File: src/rtl/bae_pkg.sv
// Shared constants, types and codes of the binary arithmetic encoder.
`default_nettype none
package bae_pkg;

    localparam int PREC_BITS = 31;
    localparam int PROB_BITS = 16;
    localparam int CTX_MAX   = 256;
    localparam int PEND_MAX  = 255;

    localparam int LEN_W   = 9;
    localparam int POS_W   = 8;
    localparam int CNT_W   = 9;
    localparam int PEND_W  = 8;
    localparam int RANGE_W = PREC_BITS + 1;
    localparam int PROD_W  = RANGE_W + PROB_BITS;

    localparam logic [PREC_BITS-1:0] HALF    = PREC_BITS'(1) << (PREC_BITS - 1);
    localparam logic [PREC_BITS-1:0] QUARTER = PREC_BITS'(1) << (PREC_BITS - 2);
    localparam logic [PREC_BITS-1:0] THREE_Q = PREC_BITS'(3) << (PREC_BITS - 2);
    localparam logic [PROB_BITS:0]   PROB_SCALE = (PROB_BITS + 1)'(1) << PROB_BITS;
    localparam logic [LEN_W-1:0]     CTX_CAP = LEN_W'(CTX_MAX);
    localparam logic [PEND_W-1:0]    PEND_LIMIT = PEND_W'(PEND_MAX);

    typedef enum logic [2:0] {
        ST_IDLE,
        ST_MUL,
        ST_NARROW,
        ST_RENORM,
        ST_EMIT,
        ST_FLUSH,
        ST_STATUS
    } state_t;

    typedef enum logic [2:0] {
        ROP_NONE,
        ROP_LOAD,
        ROP_MUL,
        ROP_NARROW,
        ROP_SHIFT,
        ROP_CLEAR
    } rop_t;

    typedef enum logic [1:0] {
        RN_LOW,
        RN_HIGH,
        RN_MID,
        RN_DONE
    } rn_class_t;

    typedef struct packed {
        rn_class_t rclass;
        logic      below_quarter;
    } range_stat_t;

    typedef struct packed {
        logic             emit;
        logic             ebit;
        logic             flush;
        logic             status;
        logic [CNT_W-1:0] ones;
        logic             ovf;
    } pk_cmd_t;

    typedef struct packed {
        logic emit_ok;
        logic slot_free;
        logic has_bits;
    } pk_stat_t;

endpackage
`default_nettype wire

File: src/rtl/bae_range_unit.sv
// Interval datapath: range multiply, narrowing and one renormalization shift per cycle of ROP_SHIFT.
`default_nettype none
module bae_range_unit (
    input  wire logic                          clk,
    input  wire logic                          rst_n,
    input  wire bae_pkg::rop_t                 rop,
    input  wire logic                          bit_in,
    input  wire logic [bae_pkg::PROB_BITS-1:0] p0_in,
    output bae_pkg::range_stat_t               stat
);

    logic [bae_pkg::PREC_BITS-1:0] low_reg, low_next;
    logic [bae_pkg::PREC_BITS-1:0] high_reg, high_next;
    logic [bae_pkg::RANGE_W-1:0]   range_reg;
    logic [bae_pkg::PROD_W-1:0]    prod_reg;
    logic [bae_pkg::PROB_BITS-1:0] p0_reg;
    logic                          bit_reg;
    logic [bae_pkg::PREC_BITS-1:0] split;
    logic [bae_pkg::PREC_BITS-1:0] split_nz;
    logic [bae_pkg::PREC_BITS-1:0] low_src, high_src;

    assign split    = prod_reg[bae_pkg::PROB_BITS +: bae_pkg::PREC_BITS];
    assign split_nz = (split == '0) ? bae_pkg::PREC_BITS'(1) : split;

    always_comb
    begin
        if (high_reg < bae_pkg::HALF)
            stat.rclass = bae_pkg::RN_LOW;
        else if (low_reg >= bae_pkg::HALF)
            stat.rclass = bae_pkg::RN_HIGH;
        else if (low_reg >= bae_pkg::QUARTER && high_reg < bae_pkg::THREE_Q)
            stat.rclass = bae_pkg::RN_MID;
        else
            stat.rclass = bae_pkg::RN_DONE;
        stat.below_quarter = (low_reg < bae_pkg::QUARTER);
    end

    // Middle case drops a quarter first; the other cases lose the top bit in the shift.
    always_comb
    begin
        if (stat.rclass == bae_pkg::RN_MID)
        begin
            low_src  = low_reg - bae_pkg::QUARTER;
            high_src = high_reg - bae_pkg::QUARTER;
        end
        else
        begin
            low_src  = low_reg;
            high_src = high_reg;
        end
    end

    always_comb
    begin
        low_next  = low_reg;
        high_next = high_reg;
        unique case (rop)
            bae_pkg::ROP_NARROW:
            begin
                if (bit_reg)
                    low_next = low_reg + split;
                else
                    high_next = low_reg + split_nz - bae_pkg::PREC_BITS'(1);
            end
            bae_pkg::ROP_SHIFT:
            begin
                low_next  = {low_src[bae_pkg::PREC_BITS-2:0], 1'b0};
                high_next = {high_src[bae_pkg::PREC_BITS-2:0], 1'b1};
            end
            bae_pkg::ROP_CLEAR:
            begin
                low_next  = '0;
                high_next = '1;
            end
            default:
            begin
                low_next  = low_reg;
                high_next = high_reg;
            end
        endcase
    end

    always_ff @(posedge clk or negedge rst_n)
    begin
        if (!rst_n)
        begin
            low_reg  <= '0;
            high_reg <= '1;
        end
        else
        begin
            low_reg  <= low_next;
            high_reg <= high_next;
        end
    end

    always_ff @(posedge clk)
    begin
        if (rop == bae_pkg::ROP_LOAD)
        begin
            range_reg <= {1'b0, high_reg} - {1'b0, low_reg} + bae_pkg::RANGE_W'(1);
            p0_reg    <= p0_in;
            bit_reg   <= bit_in;
        end
        if (rop == bae_pkg::ROP_MUL)
            prod_reg <= range_reg * p0_reg;
    end

endmodule
`default_nettype wire

File: src/rtl/bae_context.sv
// Context ring of recent bits with its running count of ones.
`default_nettype none
module bae_context (
    input  wire logic                      clk,
    input  wire logic                      rst_n,
    input  wire logic [bae_pkg::LEN_W-1:0] ctx_len,
    input  wire logic                      start,
    input  wire logic                      bit_in,
    input  wire logic                      clear,
    output logic                           busy,
    output logic [bae_pkg::CNT_W-1:0]      ones
);

    logic                         mem [bae_pkg::CTX_MAX];
    logic [bae_pkg::CTX_MAX-1:0]  valid_reg;
    logic [bae_pkg::POS_W-1:0]    pos_reg;
    logic [bae_pkg::CNT_W-1:0]    ones_reg;
    logic                         upd_reg;
    logic                         bit_reg;
    logic                         rd_reg;
    logic                         rd_vld_reg;
    logic [bae_pkg::LEN_W-1:0]    cap;
    logic [bae_pkg::POS_W-1:0]    pos_wrap;
    logic [bae_pkg::LEN_W-1:0]    pos_inc;
    logic                         old_bit;
    logic                         do_start;

    assign cap      = (ctx_len > bae_pkg::CTX_CAP) ? bae_pkg::CTX_CAP : ctx_len;
    assign pos_wrap = ({1'b0, pos_reg} >= cap) ? '0 : pos_reg;
    assign pos_inc  = {1'b0, pos_reg} + bae_pkg::LEN_W'(1);
    assign old_bit  = rd_reg & rd_vld_reg;
    assign do_start = start && (cap != '0);
    assign busy     = upd_reg;
    assign ones     = ones_reg;

    always_ff @(posedge clk or negedge rst_n)
    begin
        if (!rst_n)
        begin
            valid_reg  <= '0;
            pos_reg    <= '0;
            ones_reg   <= '0;
            upd_reg    <= 1'b0;
            bit_reg    <= 1'b0;
            rd_vld_reg <= 1'b0;
        end
        else if (clear)
        begin
            valid_reg <= '0;
            pos_reg   <= '0;
            ones_reg  <= '0;
            upd_reg   <= 1'b0;
        end
        else if (do_start)
        begin
            pos_reg    <= pos_wrap;
            bit_reg    <= bit_in;
            rd_vld_reg <= valid_reg[pos_wrap];
            upd_reg    <= 1'b1;
        end
        else if (upd_reg)
        begin
            ones_reg           <= ones_reg + bae_pkg::CNT_W'(bit_reg) - bae_pkg::CNT_W'(old_bit);
            valid_reg[pos_reg] <= 1'b1;
            pos_reg            <= (pos_inc >= cap) ? '0 : pos_inc[bae_pkg::POS_W-1:0];
            upd_reg            <= 1'b0;
        end
    end

    always_ff @(posedge clk)
    begin
        if (do_start)
            rd_reg <= mem[pos_wrap];
        if (upd_reg && !clear)
            mem[pos_reg] <= bit_reg;
    end

endmodule
`default_nettype wire

File: src/rtl/bae_packer.sv
// Bit packer into bytes and the output register for byte and status records.
`default_nettype none
module bae_packer (
    input  wire logic                  clk,
    input  wire logic                  rst_n,
    input  wire bae_pkg::pk_cmd_t      cmd,
    output bae_pkg::pk_stat_t          stat,
    output logic                       out_valid,
    input  wire logic                  out_ready,
    output logic                       is_byte,
    output logic [7:0]                 out_byte,
    output logic [bae_pkg::CNT_W-1:0]  ones_in_context,
    output logic                       pending_overflow,
    output logic                       run_end
);

    logic [6:0]                acc_reg, acc_next;
    logic [2:0]                bits_reg, bits_next;
    logic                      valid_reg, valid_next;
    logic                      is_byte_reg, is_byte_next;
    logic [7:0]                byte_reg, byte_next;
    logic [bae_pkg::CNT_W-1:0] ones_reg, ones_next;
    logic                      ovf_reg, ovf_next;
    logic                      end_reg, end_next;
    logic                      slot_free;
    logic                      load;

    assign slot_free      = !valid_reg || out_ready;
    assign stat.slot_free = slot_free;
    assign stat.emit_ok   = (bits_reg != 3'd7) || slot_free;
    assign stat.has_bits  = (bits_reg != 3'd0);

    always_comb
    begin
        acc_next     = acc_reg;
        bits_next    = bits_reg;
        load         = 1'b0;
        is_byte_next = is_byte_reg;
        byte_next    = byte_reg;
        ones_next    = ones_reg;
        ovf_next     = ovf_reg;
        end_next     = end_reg;
        if (cmd.emit)
        begin
            if (bits_reg == 3'd7)
            begin
                load         = 1'b1;
                is_byte_next = 1'b1;
                byte_next    = {acc_reg, cmd.ebit};
                ones_next    = '0;
                ovf_next     = 1'b0;
                end_next     = 1'b0;
                acc_next     = '0;
                bits_next    = '0;
            end
            else
            begin
                acc_next  = {acc_reg[5:0], cmd.ebit};
                bits_next = bits_reg + 3'd1;
            end
        end
        else if (cmd.flush && bits_reg != 3'd0)
        begin
            // pad the partial byte with zeros below the last bit
            load         = 1'b1;
            is_byte_next = 1'b1;
            byte_next    = {1'b0, acc_reg} << (3'd0 - bits_reg);
            ones_next    = '0;
            ovf_next     = 1'b0;
            end_next     = 1'b0;
            acc_next     = '0;
            bits_next    = '0;
        end
        else if (cmd.status)
        begin
            load         = 1'b1;
            is_byte_next = 1'b0;
            byte_next    = '0;
            ones_next    = cmd.ones;
            ovf_next     = cmd.ovf;
            end_next     = 1'b1;
        end
        if (load)
            valid_next = 1'b1;
        else if (out_ready)
            valid_next = 1'b0;
        else
            valid_next = valid_reg;
    end

    always_ff @(posedge clk or negedge rst_n)
    begin
        if (!rst_n)
        begin
            acc_reg   <= '0;
            bits_reg  <= '0;
            valid_reg <= 1'b0;
        end
        else
        begin
            acc_reg   <= acc_next;
            bits_reg  <= bits_next;
            valid_reg <= valid_next;
        end
    end

    always_ff @(posedge clk)
    begin
        is_byte_reg <= is_byte_next;
        byte_reg    <= byte_next;
        ones_reg    <= ones_next;
        ovf_reg     <= ovf_next;
        end_reg     <= end_next;
    end

    assign out_valid        = valid_reg;
    assign is_byte          = is_byte_reg;
    assign out_byte         = byte_reg;
    assign ones_in_context  = ones_reg;
    assign pending_overflow = ovf_reg;
    assign run_end          = end_reg;

endmodule
`default_nettype wire

File: src/rtl/binary_arithmetic_encoder.sv
// Top level: sequencer of the binary arithmetic encoder with follow-bit handling.
// Per accepted bit: range load, multiply, narrowing, then renormalization steps, where a low or high
// step emits its bit and its pending followers; a last bit adds a flush before the status record.
// Input: a new bit is taken only in the idle state, once the status record of the previous bit has
// gone to the packer; the shared range unit and output stalls through the packer hold the flow.
// Reset: rst_n clears the interval, pending count, packer, context ring and ring length register.
`default_nettype none
module binary_arithmetic_encoder (
    input  wire logic                          clk,
    input  wire logic                          rst_n,
    input  wire logic                          cfg_we,
    input  wire logic [bae_pkg::LEN_W-1:0]     cfg_wdata,
    input  wire logic                          in_valid,
    output logic                               in_ready,
    input  wire logic                          in_bit,
    input  wire logic [bae_pkg::PROB_BITS-1:0] p_one,
    input  wire logic                          final_bit,
    output logic                               out_valid,
    input  wire logic                          out_ready,
    output logic                               is_byte,
    output logic [7:0]                         out_byte,
    output logic [bae_pkg::CNT_W-1:0]          ones_in_context,
    output logic                               pending_overflow,
    output logic                               run_end
);

    bae_pkg::state_t             state_reg, state_next;
    logic [bae_pkg::LEN_W-1:0]   ctx_len_reg;
    logic [bae_pkg::PEND_W-1:0]  pending_reg, pending_next;
    logic                        ovf_reg, ovf_next;
    logic                        fin_reg, fin_next;
    logic                        ebit_reg, ebit_next;
    logic                        first_reg, first_next;
    logic                        ret_flush_reg, ret_flush_next;

    bae_pkg::rop_t               rop;
    bae_pkg::range_stat_t        rstat;
    bae_pkg::pk_cmd_t            pcmd;
    bae_pkg::pk_stat_t           pstat;
    logic                        ctx_start;
    logic                        ctx_clear;
    logic                        ctx_busy;
    logic [bae_pkg::CNT_W-1:0]   ctx_ones;
    logic [bae_pkg::PROB_BITS-1:0] p1_clamped;
    logic [bae_pkg::PROB_BITS-1:0] p0;
    logic                        accept;
    logic                        bump;
    logic                        emit_last;

    assign p1_clamped = (p_one == '0) ? bae_pkg::PROB_BITS'(1) : p_one;
    assign p0         = bae_pkg::PROB_BITS'(bae_pkg::PROB_SCALE - {1'b0, p1_clamped});
    assign accept     = in_valid && in_ready;
    assign emit_last  = first_reg ? (pending_reg == '0) : (pending_reg == bae_pkg::PEND_W'(1));

    // next state
    always_comb
    begin
        state_next = state_reg;
        unique case (state_reg)
            bae_pkg::ST_IDLE:
                if (in_valid)
                    state_next = bae_pkg::ST_MUL;
            bae_pkg::ST_MUL:
                state_next = bae_pkg::ST_NARROW;
            bae_pkg::ST_NARROW:
                state_next = bae_pkg::ST_RENORM;
            bae_pkg::ST_RENORM:
            begin
                unique case (rstat.rclass)
                    bae_pkg::RN_LOW, bae_pkg::RN_HIGH: state_next = bae_pkg::ST_EMIT;
                    bae_pkg::RN_MID:                   state_next = bae_pkg::ST_RENORM;
                    bae_pkg::RN_DONE:
                        state_next = fin_reg ? bae_pkg::ST_EMIT : bae_pkg::ST_STATUS;
                endcase
            end
            bae_pkg::ST_EMIT:
                if (pstat.emit_ok && emit_last)
                    state_next = ret_flush_reg ? bae_pkg::ST_FLUSH : bae_pkg::ST_RENORM;
            bae_pkg::ST_FLUSH:
                if (pstat.slot_free || !pstat.has_bits)
                    state_next = bae_pkg::ST_STATUS;
            bae_pkg::ST_STATUS:
                if (pstat.slot_free && !ctx_busy)
                    state_next = bae_pkg::ST_IDLE;
            default:
                state_next = bae_pkg::ST_IDLE;
        endcase
    end

    // outputs and datapath controls
    always_comb
    begin
        in_ready       = 1'b0;
        rop            = bae_pkg::ROP_NONE;
        ctx_start      = 1'b0;
        ctx_clear      = 1'b0;
        bump           = 1'b0;
        pcmd           = '0;
        pcmd.ones      = ctx_ones;
        pcmd.ovf       = ovf_reg;
        fin_next       = fin_reg;
        ebit_next      = ebit_reg;
        first_next     = first_reg;
        ret_flush_next = ret_flush_reg;
        pending_next   = pending_reg;
        unique case (state_reg)
            bae_pkg::ST_IDLE:
            begin
                in_ready = 1'b1;
                if (in_valid)
                begin
                    rop       = bae_pkg::ROP_LOAD;
                    ctx_start = 1'b1;
                    fin_next  = final_bit;
                end
            end
            bae_pkg::ST_MUL:
                rop = bae_pkg::ROP_MUL;
            bae_pkg::ST_NARROW:
                rop = bae_pkg::ROP_NARROW;
            bae_pkg::ST_RENORM:
            begin
                unique case (rstat.rclass)
                    bae_pkg::RN_LOW, bae_pkg::RN_HIGH:
                    begin
                        rop            = bae_pkg::ROP_SHIFT;
                        ebit_next      = (rstat.rclass == bae_pkg::RN_HIGH);
                        first_next     = 1'b1;
                        ret_flush_next = 1'b0;
                    end
                    bae_pkg::RN_MID:
                    begin
                        rop  = bae_pkg::ROP_SHIFT;
                        bump = 1'b1;
                    end
                    bae_pkg::RN_DONE:
                    begin
                        // closing bit: 0 or 1 by the quarter mark, with one more follower
                        if (fin_reg)
                        begin
                            bump           = 1'b1;
                            ebit_next      = !rstat.below_quarter;
                            first_next     = 1'b1;
                            ret_flush_next = 1'b1;
                        end
                    end
                endcase
            end
            bae_pkg::ST_EMIT:
            begin
                if (pstat.emit_ok)
                begin
                    pcmd.emit = 1'b1;
                    pcmd.ebit = first_reg ? ebit_reg : !ebit_reg;
                    if (first_reg)
                        first_next = 1'b0;
                    else
                        pending_next = pending_reg - bae_pkg::PEND_W'(1);
                end
            end
            bae_pkg::ST_FLUSH:
                pcmd.flush = pstat.slot_free;
            bae_pkg::ST_STATUS:
            begin
                if (pstat.slot_free && !ctx_busy)
                begin
                    pcmd.status = 1'b1;
                    if (fin_reg)
                    begin
                        rop          = bae_pkg::ROP_CLEAR;
                        ctx_clear    = 1'b1;
                        pending_next = '0;
                    end
                end
            end
            default:
                in_ready = 1'b0;
        endcase
        if (bump && pending_reg < bae_pkg::PEND_LIMIT)
            pending_next = pending_reg + bae_pkg::PEND_W'(1);
    end

    always_comb
    begin
        ovf_next = ovf_reg;
        if (bump && pending_reg >= bae_pkg::PEND_LIMIT)
            ovf_next = 1'b1;
        if (pcmd.status && fin_reg)
            ovf_next = 1'b0;
    end

    always_ff @(posedge clk or negedge rst_n)
    begin
        if (!rst_n)
        begin
            state_reg     <= bae_pkg::ST_IDLE;
            ctx_len_reg   <= '0;
            pending_reg   <= '0;
            ovf_reg       <= 1'b0;
            fin_reg       <= 1'b0;
            ebit_reg      <= 1'b0;
            first_reg     <= 1'b0;
            ret_flush_reg <= 1'b0;
        end
        else
        begin
            state_reg     <= state_next;
            pending_reg   <= pending_next;
            ovf_reg       <= ovf_next;
            fin_reg       <= fin_next;
            ebit_reg      <= ebit_next;
            first_reg     <= first_next;
            ret_flush_reg <= ret_flush_next;
            if (cfg_we)
                ctx_len_reg <= cfg_wdata;
        end
    end

    bae_range_unit u_range (
        .clk    (clk),
        .rst_n  (rst_n),
        .rop    (rop),
        .bit_in (in_bit),
        .p0_in  (p0),
        .stat   (rstat)
    );

    bae_context u_context (
        .clk     (clk),
        .rst_n   (rst_n),
        .ctx_len (ctx_len_reg),
        .start   (ctx_start && accept),
        .bit_in  (in_bit),
        .clear   (ctx_clear),
        .busy    (ctx_busy),
        .ones    (ctx_ones)
    );

    bae_packer u_packer (
        .clk              (clk),
        .rst_n            (rst_n),
        .cmd              (pcmd),
        .stat             (pstat),
        .out_valid        (out_valid),
        .out_ready        (out_ready),
        .is_byte          (is_byte),
        .out_byte         (out_byte),
        .ones_in_context  (ones_in_context),
        .pending_overflow (pending_overflow),
        .run_end          (run_end)
    );

endmodule
`default_nettype wire

File: config.mk
export PLATFORM = sky130hd
export DESIGN_NAME = binary_arithmetic_encoder
export DESIGN_NICKNAME = d
export VERILOG_FILES = /design/src/rtl/bae_pkg.sv /design/src/rtl/bae_range_unit.sv /design/src/rtl/bae_context.sv /design/src/rtl/bae_packer.sv /design/src/rtl/binary_arithmetic_encoder.sv
export SDC_FILE = /design/constraint.sdc
export NUM_CORES = 2
export LEC_CHECK = 0
export BUFFER_PORTS_ARGS = -buffer_cell sky130_fd_sc_hd__buf_2
export CAP_MARGIN = 10
export CORE_MARGIN = 10
export CORE_UTILIZATION = 45
export CTS_CLUSTER_SIZE = 10
export DETAILED_ROUTE_END_ITERATION = 10
export HOLD_SLACK_MARGIN = 0.12
export PLACE_DENSITY = 0.67
export SYNTH_ARGS = -nofsm -noshare
export SYNTH_HDL_FRONTEND = slang
export SYNTH_HIERARCHICAL = 1
export SYNTH_SLANG_ARGS = --single-unit
File: constraint.sdc
create_clock -name clk -period 8.82 [get_ports clk]
set_input_delay 1.764 -clock clk [delete_from_list [all_inputs] [get_ports clk]]
set_output_delay 1.764 -clock clk [all_outputs]
set_load 0.01 [all_outputs]
# Word level (Yosys, flattened, before mapping)

Memories as Yosys holds them, arrays and structs flattened. A register that Yosys moved wholly into a read port is not among the register bits.
Index checks and enable logic that the tools add are counted.

Memories kept: 1
Input port bits: 32
Output and inout bits: 22
RAM bits: 256
Flip-flop bits (word level): 490
Latch bits: 0
ROM bits: 0
Word-level logic and storage cells: 250

Shift operators: 1
$lt $le $gt $ge: 13
Reductions and logical operators: 50
Multiply operators: 1
Equal/unequal tests: 33
Div/mod/pow operators: 0
$add $sub $neg: 15
Mux-type cells: 105
Bitwise logic cells: 3

Memory list:

| name          | words | bits a word | read ports | clocked after Yosys merged registers in | write ports | RTL line          | text |
|---|---|---|---|---|---|---|---|
| u_context.mem | 256   | 1           | 1          | 1                                       | 1           | bae_context.sv:14 | `logic mem [bae_pkg::CTX_MAX];` |

Operators with widths:

| cell                     | number |
|---|---|
| $mux W256                | 3 |
| $or A256 B256 Y256       | 1 |
| $pmux W31 S3             | 2 |
| $mux W8                  | 14 |
| $mux W31                 | 3 |
| $mux W9                  | 8 |
| $add A31 B31 Y31         | 2 |
| $lt A31 B31 Y1 const B   | 2 |
| $mux W30                 | 2 |
| $sub A30 B30 Y30 const B | 2 |
| $mul A32 B16 Y47         | 1 |
| $mux W1                  | 42 |
| $mux W3                  | 11 |
| $add A32 B1 Y32 const B  | 1 |
| $sub A31 B31 Y32         | 1 |
| $ge A31 B30 Y1 const B   | 1 |
| $ge A31 B31 Y1 const B   | 1 |
| $logic_not A31 Y1        | 1 |
| $lt A31 B30 Y1 const B   | 1 |
| $sub A31 B1 Y31 const B  | 1 |
| $mux W7                  | 3 |
| $pmux W3 S7              | 1 |
| $eq A3 B3 Y1 const B     | 6 |
| $lt A8 B9 Y1 const B     | 2 |
| other kinds (50)         | 109 |

# Logic depth before layout (Yosys ltp)

Depth in word-level cells: 12
Depth in mapped cells: 25
Depth with buffers taken out: 24

# By module

The synthesis kept the hierarchy.

Modules (own cells, without submodules):

| module                    | area an instance (um^2) | seq. area each (um^2) | times used | cells each |
|---|---|---|---|---|
| bae_range_unit            | 26167.6                 | 3992.6                | 1          | 2916 |
| bae_context               | 25170.4                 | 14624.0               | 1          | 2392 |
| binary_arithmetic_encoder | 1921.8                  | 625.6                 | 1          | 224 |
| bae_packer                | 1482.7                  | 875.8                 | 1          | 110 |

# Least setup slack after synthesis

Ideal clock, no wire load.

Path kind: input to register
Start: input port out_ready
End: register u_range.bit_reg, enable pin
Data required time: 8.304 ns
Buffers on the path: 3
Library setup time: 0.516 ns
Data arrival time: 6.391 ns
Setup slack: 1.913 ns
Stages on the path: 9
Cells stage by stage: nand2b_1 > buf_4 > nor3b_2 > nand2_1 > o31ai_1 > clkbuf_1 > inv_1 > clkbuf_1 > nor3_1

RTL lines:

| item                 | RTL line                        | text |
|---|---|---|
| start, declared      | binary_arithmetic_encoder.sv:19 | `input wire logic out_ready,` |
| end signal, assigned | bae_range_unit.sv:103           | `bit_reg <= bit_in;` |
| end, declared        | bae_range_unit.sv:17            | `logic bit_reg;` |

# Final worst setup path

Start: register u_range/p0_reg[9] in the netlist's numbering
End: register u_range/prod_reg[46] in the netlist's numbering (data pin)

Cells in the longest elaborated chain, start to end: 1

Ends and longest elaborated chain:

| item                   | RTL line              | text |
|---|---|---|
| start, declared        | bae_range_unit.sv:16  | `logic [bae_pkg::PROB_BITS-1:0] p0_reg;` |
| start signal, assigned | bae_range_unit.sv:102 | `p0_reg <= p0_in;` |
| $mul A32 B16 Y47       | bae_range_unit.sv:106 | `prod_reg <= range_reg * p0_reg;` |
| end signal, assigned   | bae_range_unit.sv:106 |  |
| end, declared          | bae_range_unit.sv:15  | `logic [bae_pkg::PROD_W-1:0] prod_reg;` |

Every way passes these cells.
A chain may end at the register's enable or synchronous reset.

==> run metrics <==
Hold Crit Class=register to register; reg2reg start=u_range/p0_reg[9]; reg-to-reg slack, setup=1.50 ns; antenna violations before repair=2; reg2reg end=u_range/prod_reg[46]; Initial Util=0.455; most common cell after layout, fill and taps aside=inv_1; RSZ-0062 raised after global routing=false; hold buffers post-CTS=0; Mean Syn Cell Area=9.70 um^2; drt pass-1 iters=6; critical path peak fanout=18; complex-gate fraction of the synthesized area=0.129; GRT Total Usage=0.222; Clk Latency, worst-skew pair=0.72 ns; synth warn=6; CP Launch Type=register; setup TNS=0 ns; post_cts resized=0; status=completed; Mapped Cells=5642; post-layout net count=6294; kind of critical path=register to register; clk sinks=731; Fmax achieved=137 MHz; Clock Path Buffers=3; simple-gate share of the synthesized area=0.142; adder-cell share of the synthesized area=0.223; mux share of post-synthesis cell area=0.0398; largest net degree at the start of global routing=127; WL final=153000 um; Clock transition at path regs=0.06 ns; Post-synth ARST share=0.512; remaining antenna violation count=0; Seq/Total Area, Yosys=0.368; Inserted Clock Buffers=85; postcts setup bufs=0; final worst-path cycle share=0.830; DR iter-0 viols=4398; CTS tree=yes; Final setup viols=0; Post-route DRC=0; io pins=54; Placer Congestion=0.909; CTS Root Cell=clkbuf_16; H-tree depth=3; max-slew violations=0; maxcap violations=0; hold path depth=2; Die ar.=136000 um^2; first-pass GRT wire length=241000 um; post-synthesis cell area=54700 um^2; EDFF count, synth=357; most frequent cells in the layout=inv_1, nor2_1, nand2_1; FF-to-FF path depth=21; slew margin rel.=0.161; Post-synth top flop=edfxtp_1; share of post-route cells with drive strength above 1=0.0722; Slew @ Worst Pin=1.25 ns; endpoint type of the worst setup path=register; Unique masters post-synth=103; die width=369 um; worst path arrival time=7.76 ns; Mapped Nets=6396; post-synthesis to final-layout area growth=7.62%; Yosys top cell area share=0.196; die height=369 um; DP Wirelength=103000 um; vias in the first global route=42000; Seq cells post-synth=731; skew final=0.0606 ns; grt ovf=0; Fillers=11100; largest cells by area after synthesis=edfxtp_1, dfrtp_1, fa_1, ha_1, inv_1; min-delay src=u_context/valid_reg[190]; routed length per instance=21.2 um; core area=120000 um^2; routed vias/inst=5.81; Final min period=7.32 ns; Rows=127; WP data required=9.26 ns; IO buf count=53; routed vias=41900; Hold Vio Cnt, Final=0; largest family of logic cells by synthesized area=adder cells; ANT cells=0; xor/xnor share of the synthesized area=0.0208; Hold Path End=u_context/valid_reg[190]; dominant cell type by area after synthesis=edfxtp_1
-- worst max-delay path, stage by stage (launching register included) --
cell	delay, ns
edfxtp_1	0.93
buf_4	0.38
nand2_1	0.10
fa_1	0.51
inv_1	0.05
fa_1	0.48
fa_1	0.56
fa_1	0.43
fa_1	0.49
inv_1	0.05
fa_1	0.47
inv_1	0.06
ha_1	0.37
and3_1	0.23
o2111ai_1	0.14
o211ai_2	0.34
o22ai_2	0.19
o311ai_4	0.43
a31oi_4	0.18
o311ai_1	0.31
o211ai_1	0.16
xnor2_1	0.15
-- metrics by stage --
step | utilization | hold slack (ns) | area [um^2] | std cells | worst slack (ns)
6_report | 0.490 | 0.485 | 58900 | 7209 | 1.50
5_1_grt | 0.490 | 0.507 | 58900 | 7209 | 1.18
4_1_cts | 0.490 | 0.492 | 58900 | 7209 | 1.59
3_5_place_dp | 0.469 | 0.478 | 56400 | 7065 | 1.66
3_3_place_gp | 0.469 | 0.471 | 56400 | 7065 | 1.77
2_1_floorplan | - | 0.454 | 54700 | 5642 | 1.91
-- Yosys cell counts, drive strengths merged, types with 97 or more instances --
| cell | number |
|---|---|
| nand2 | 520 |
| ha | 302 |
| fa | 420 |
| mux2i | 97 |
| dfrtp | 343 |
| inv | 756 |
| clkbuf | 258 |
| a21oi | 408 |
| edfxtp | 357 |
| o22ai | 152 |
| o21ai | 127 |
| and2 | 242 |
| nor2 | 607 |
-- worst max path at each step --
stage / start / endpoint / slack [ns]
detailed placement: u_range/p0_reg[10] / u_range/prod_reg[45] / 1.66
global placement: u_range/p0_reg[9] / u_range/prod_reg[45] / 1.77
global route: u_range/p0_reg[9] / u_range/prod_reg[46] / 1.18
finish: u_range/p0_reg[9] / u_range/prod_reg[46] / 1.50
floorplan: out_ready / u_range/bit_reg / 1.91
CTS: u_range/p0_reg[10] / u_range/prod_reg[45] / 1.59
-- layout make-up --
| type | count | area, um^2 | share of cell area |
|---|---|---|---|
| clock buffer | 132 | 2330 | 0.0396 |
| clock inverter | 12 | 224 | 0.00380 |
| inverter | 759 | 2860 | 0.0485 |
| multi-input combinational | 3821 | 30400 | 0.516 |
| sequential | 731 | 20100 | 0.342 |
| tap | 1612 | 2020 | 0.0342 |
| timing repair buffer | 142 | 943 | 0.0160 |
-- cells by family after synthesis --
family / count (synthesis)
AND/OR/NAND/NOR: 1700
flip-flops: 731
AO/OA/AOI/OAI: 1105
adder cells (fa/ha/maj): 722
multiplexers: 164
buffers and inverters: 1090
XOR/XNOR: 130
-- layer usage --
| layer | routed length, um | vias up | part of all wire | GRT usage |
|---|---|---|---|---|
| met1 | 62400 | 20900 | 0.41 | 0.290 |
| li1 | - | 18700 | - | - |
| met4 | 6630 | 2 | 0.043 | 0.0915 |
| met2 | 72500 | 1797 | 0.47 | 0.367 |
| met3 | 11500 | 422 | 0.075 | 0.0348 |
| met5 | 9 | - | 0.000059 | 0 |
Power is not shown: default switching activity piles up to over one toggle a cycle in this logic, so the estimate is an artifact.
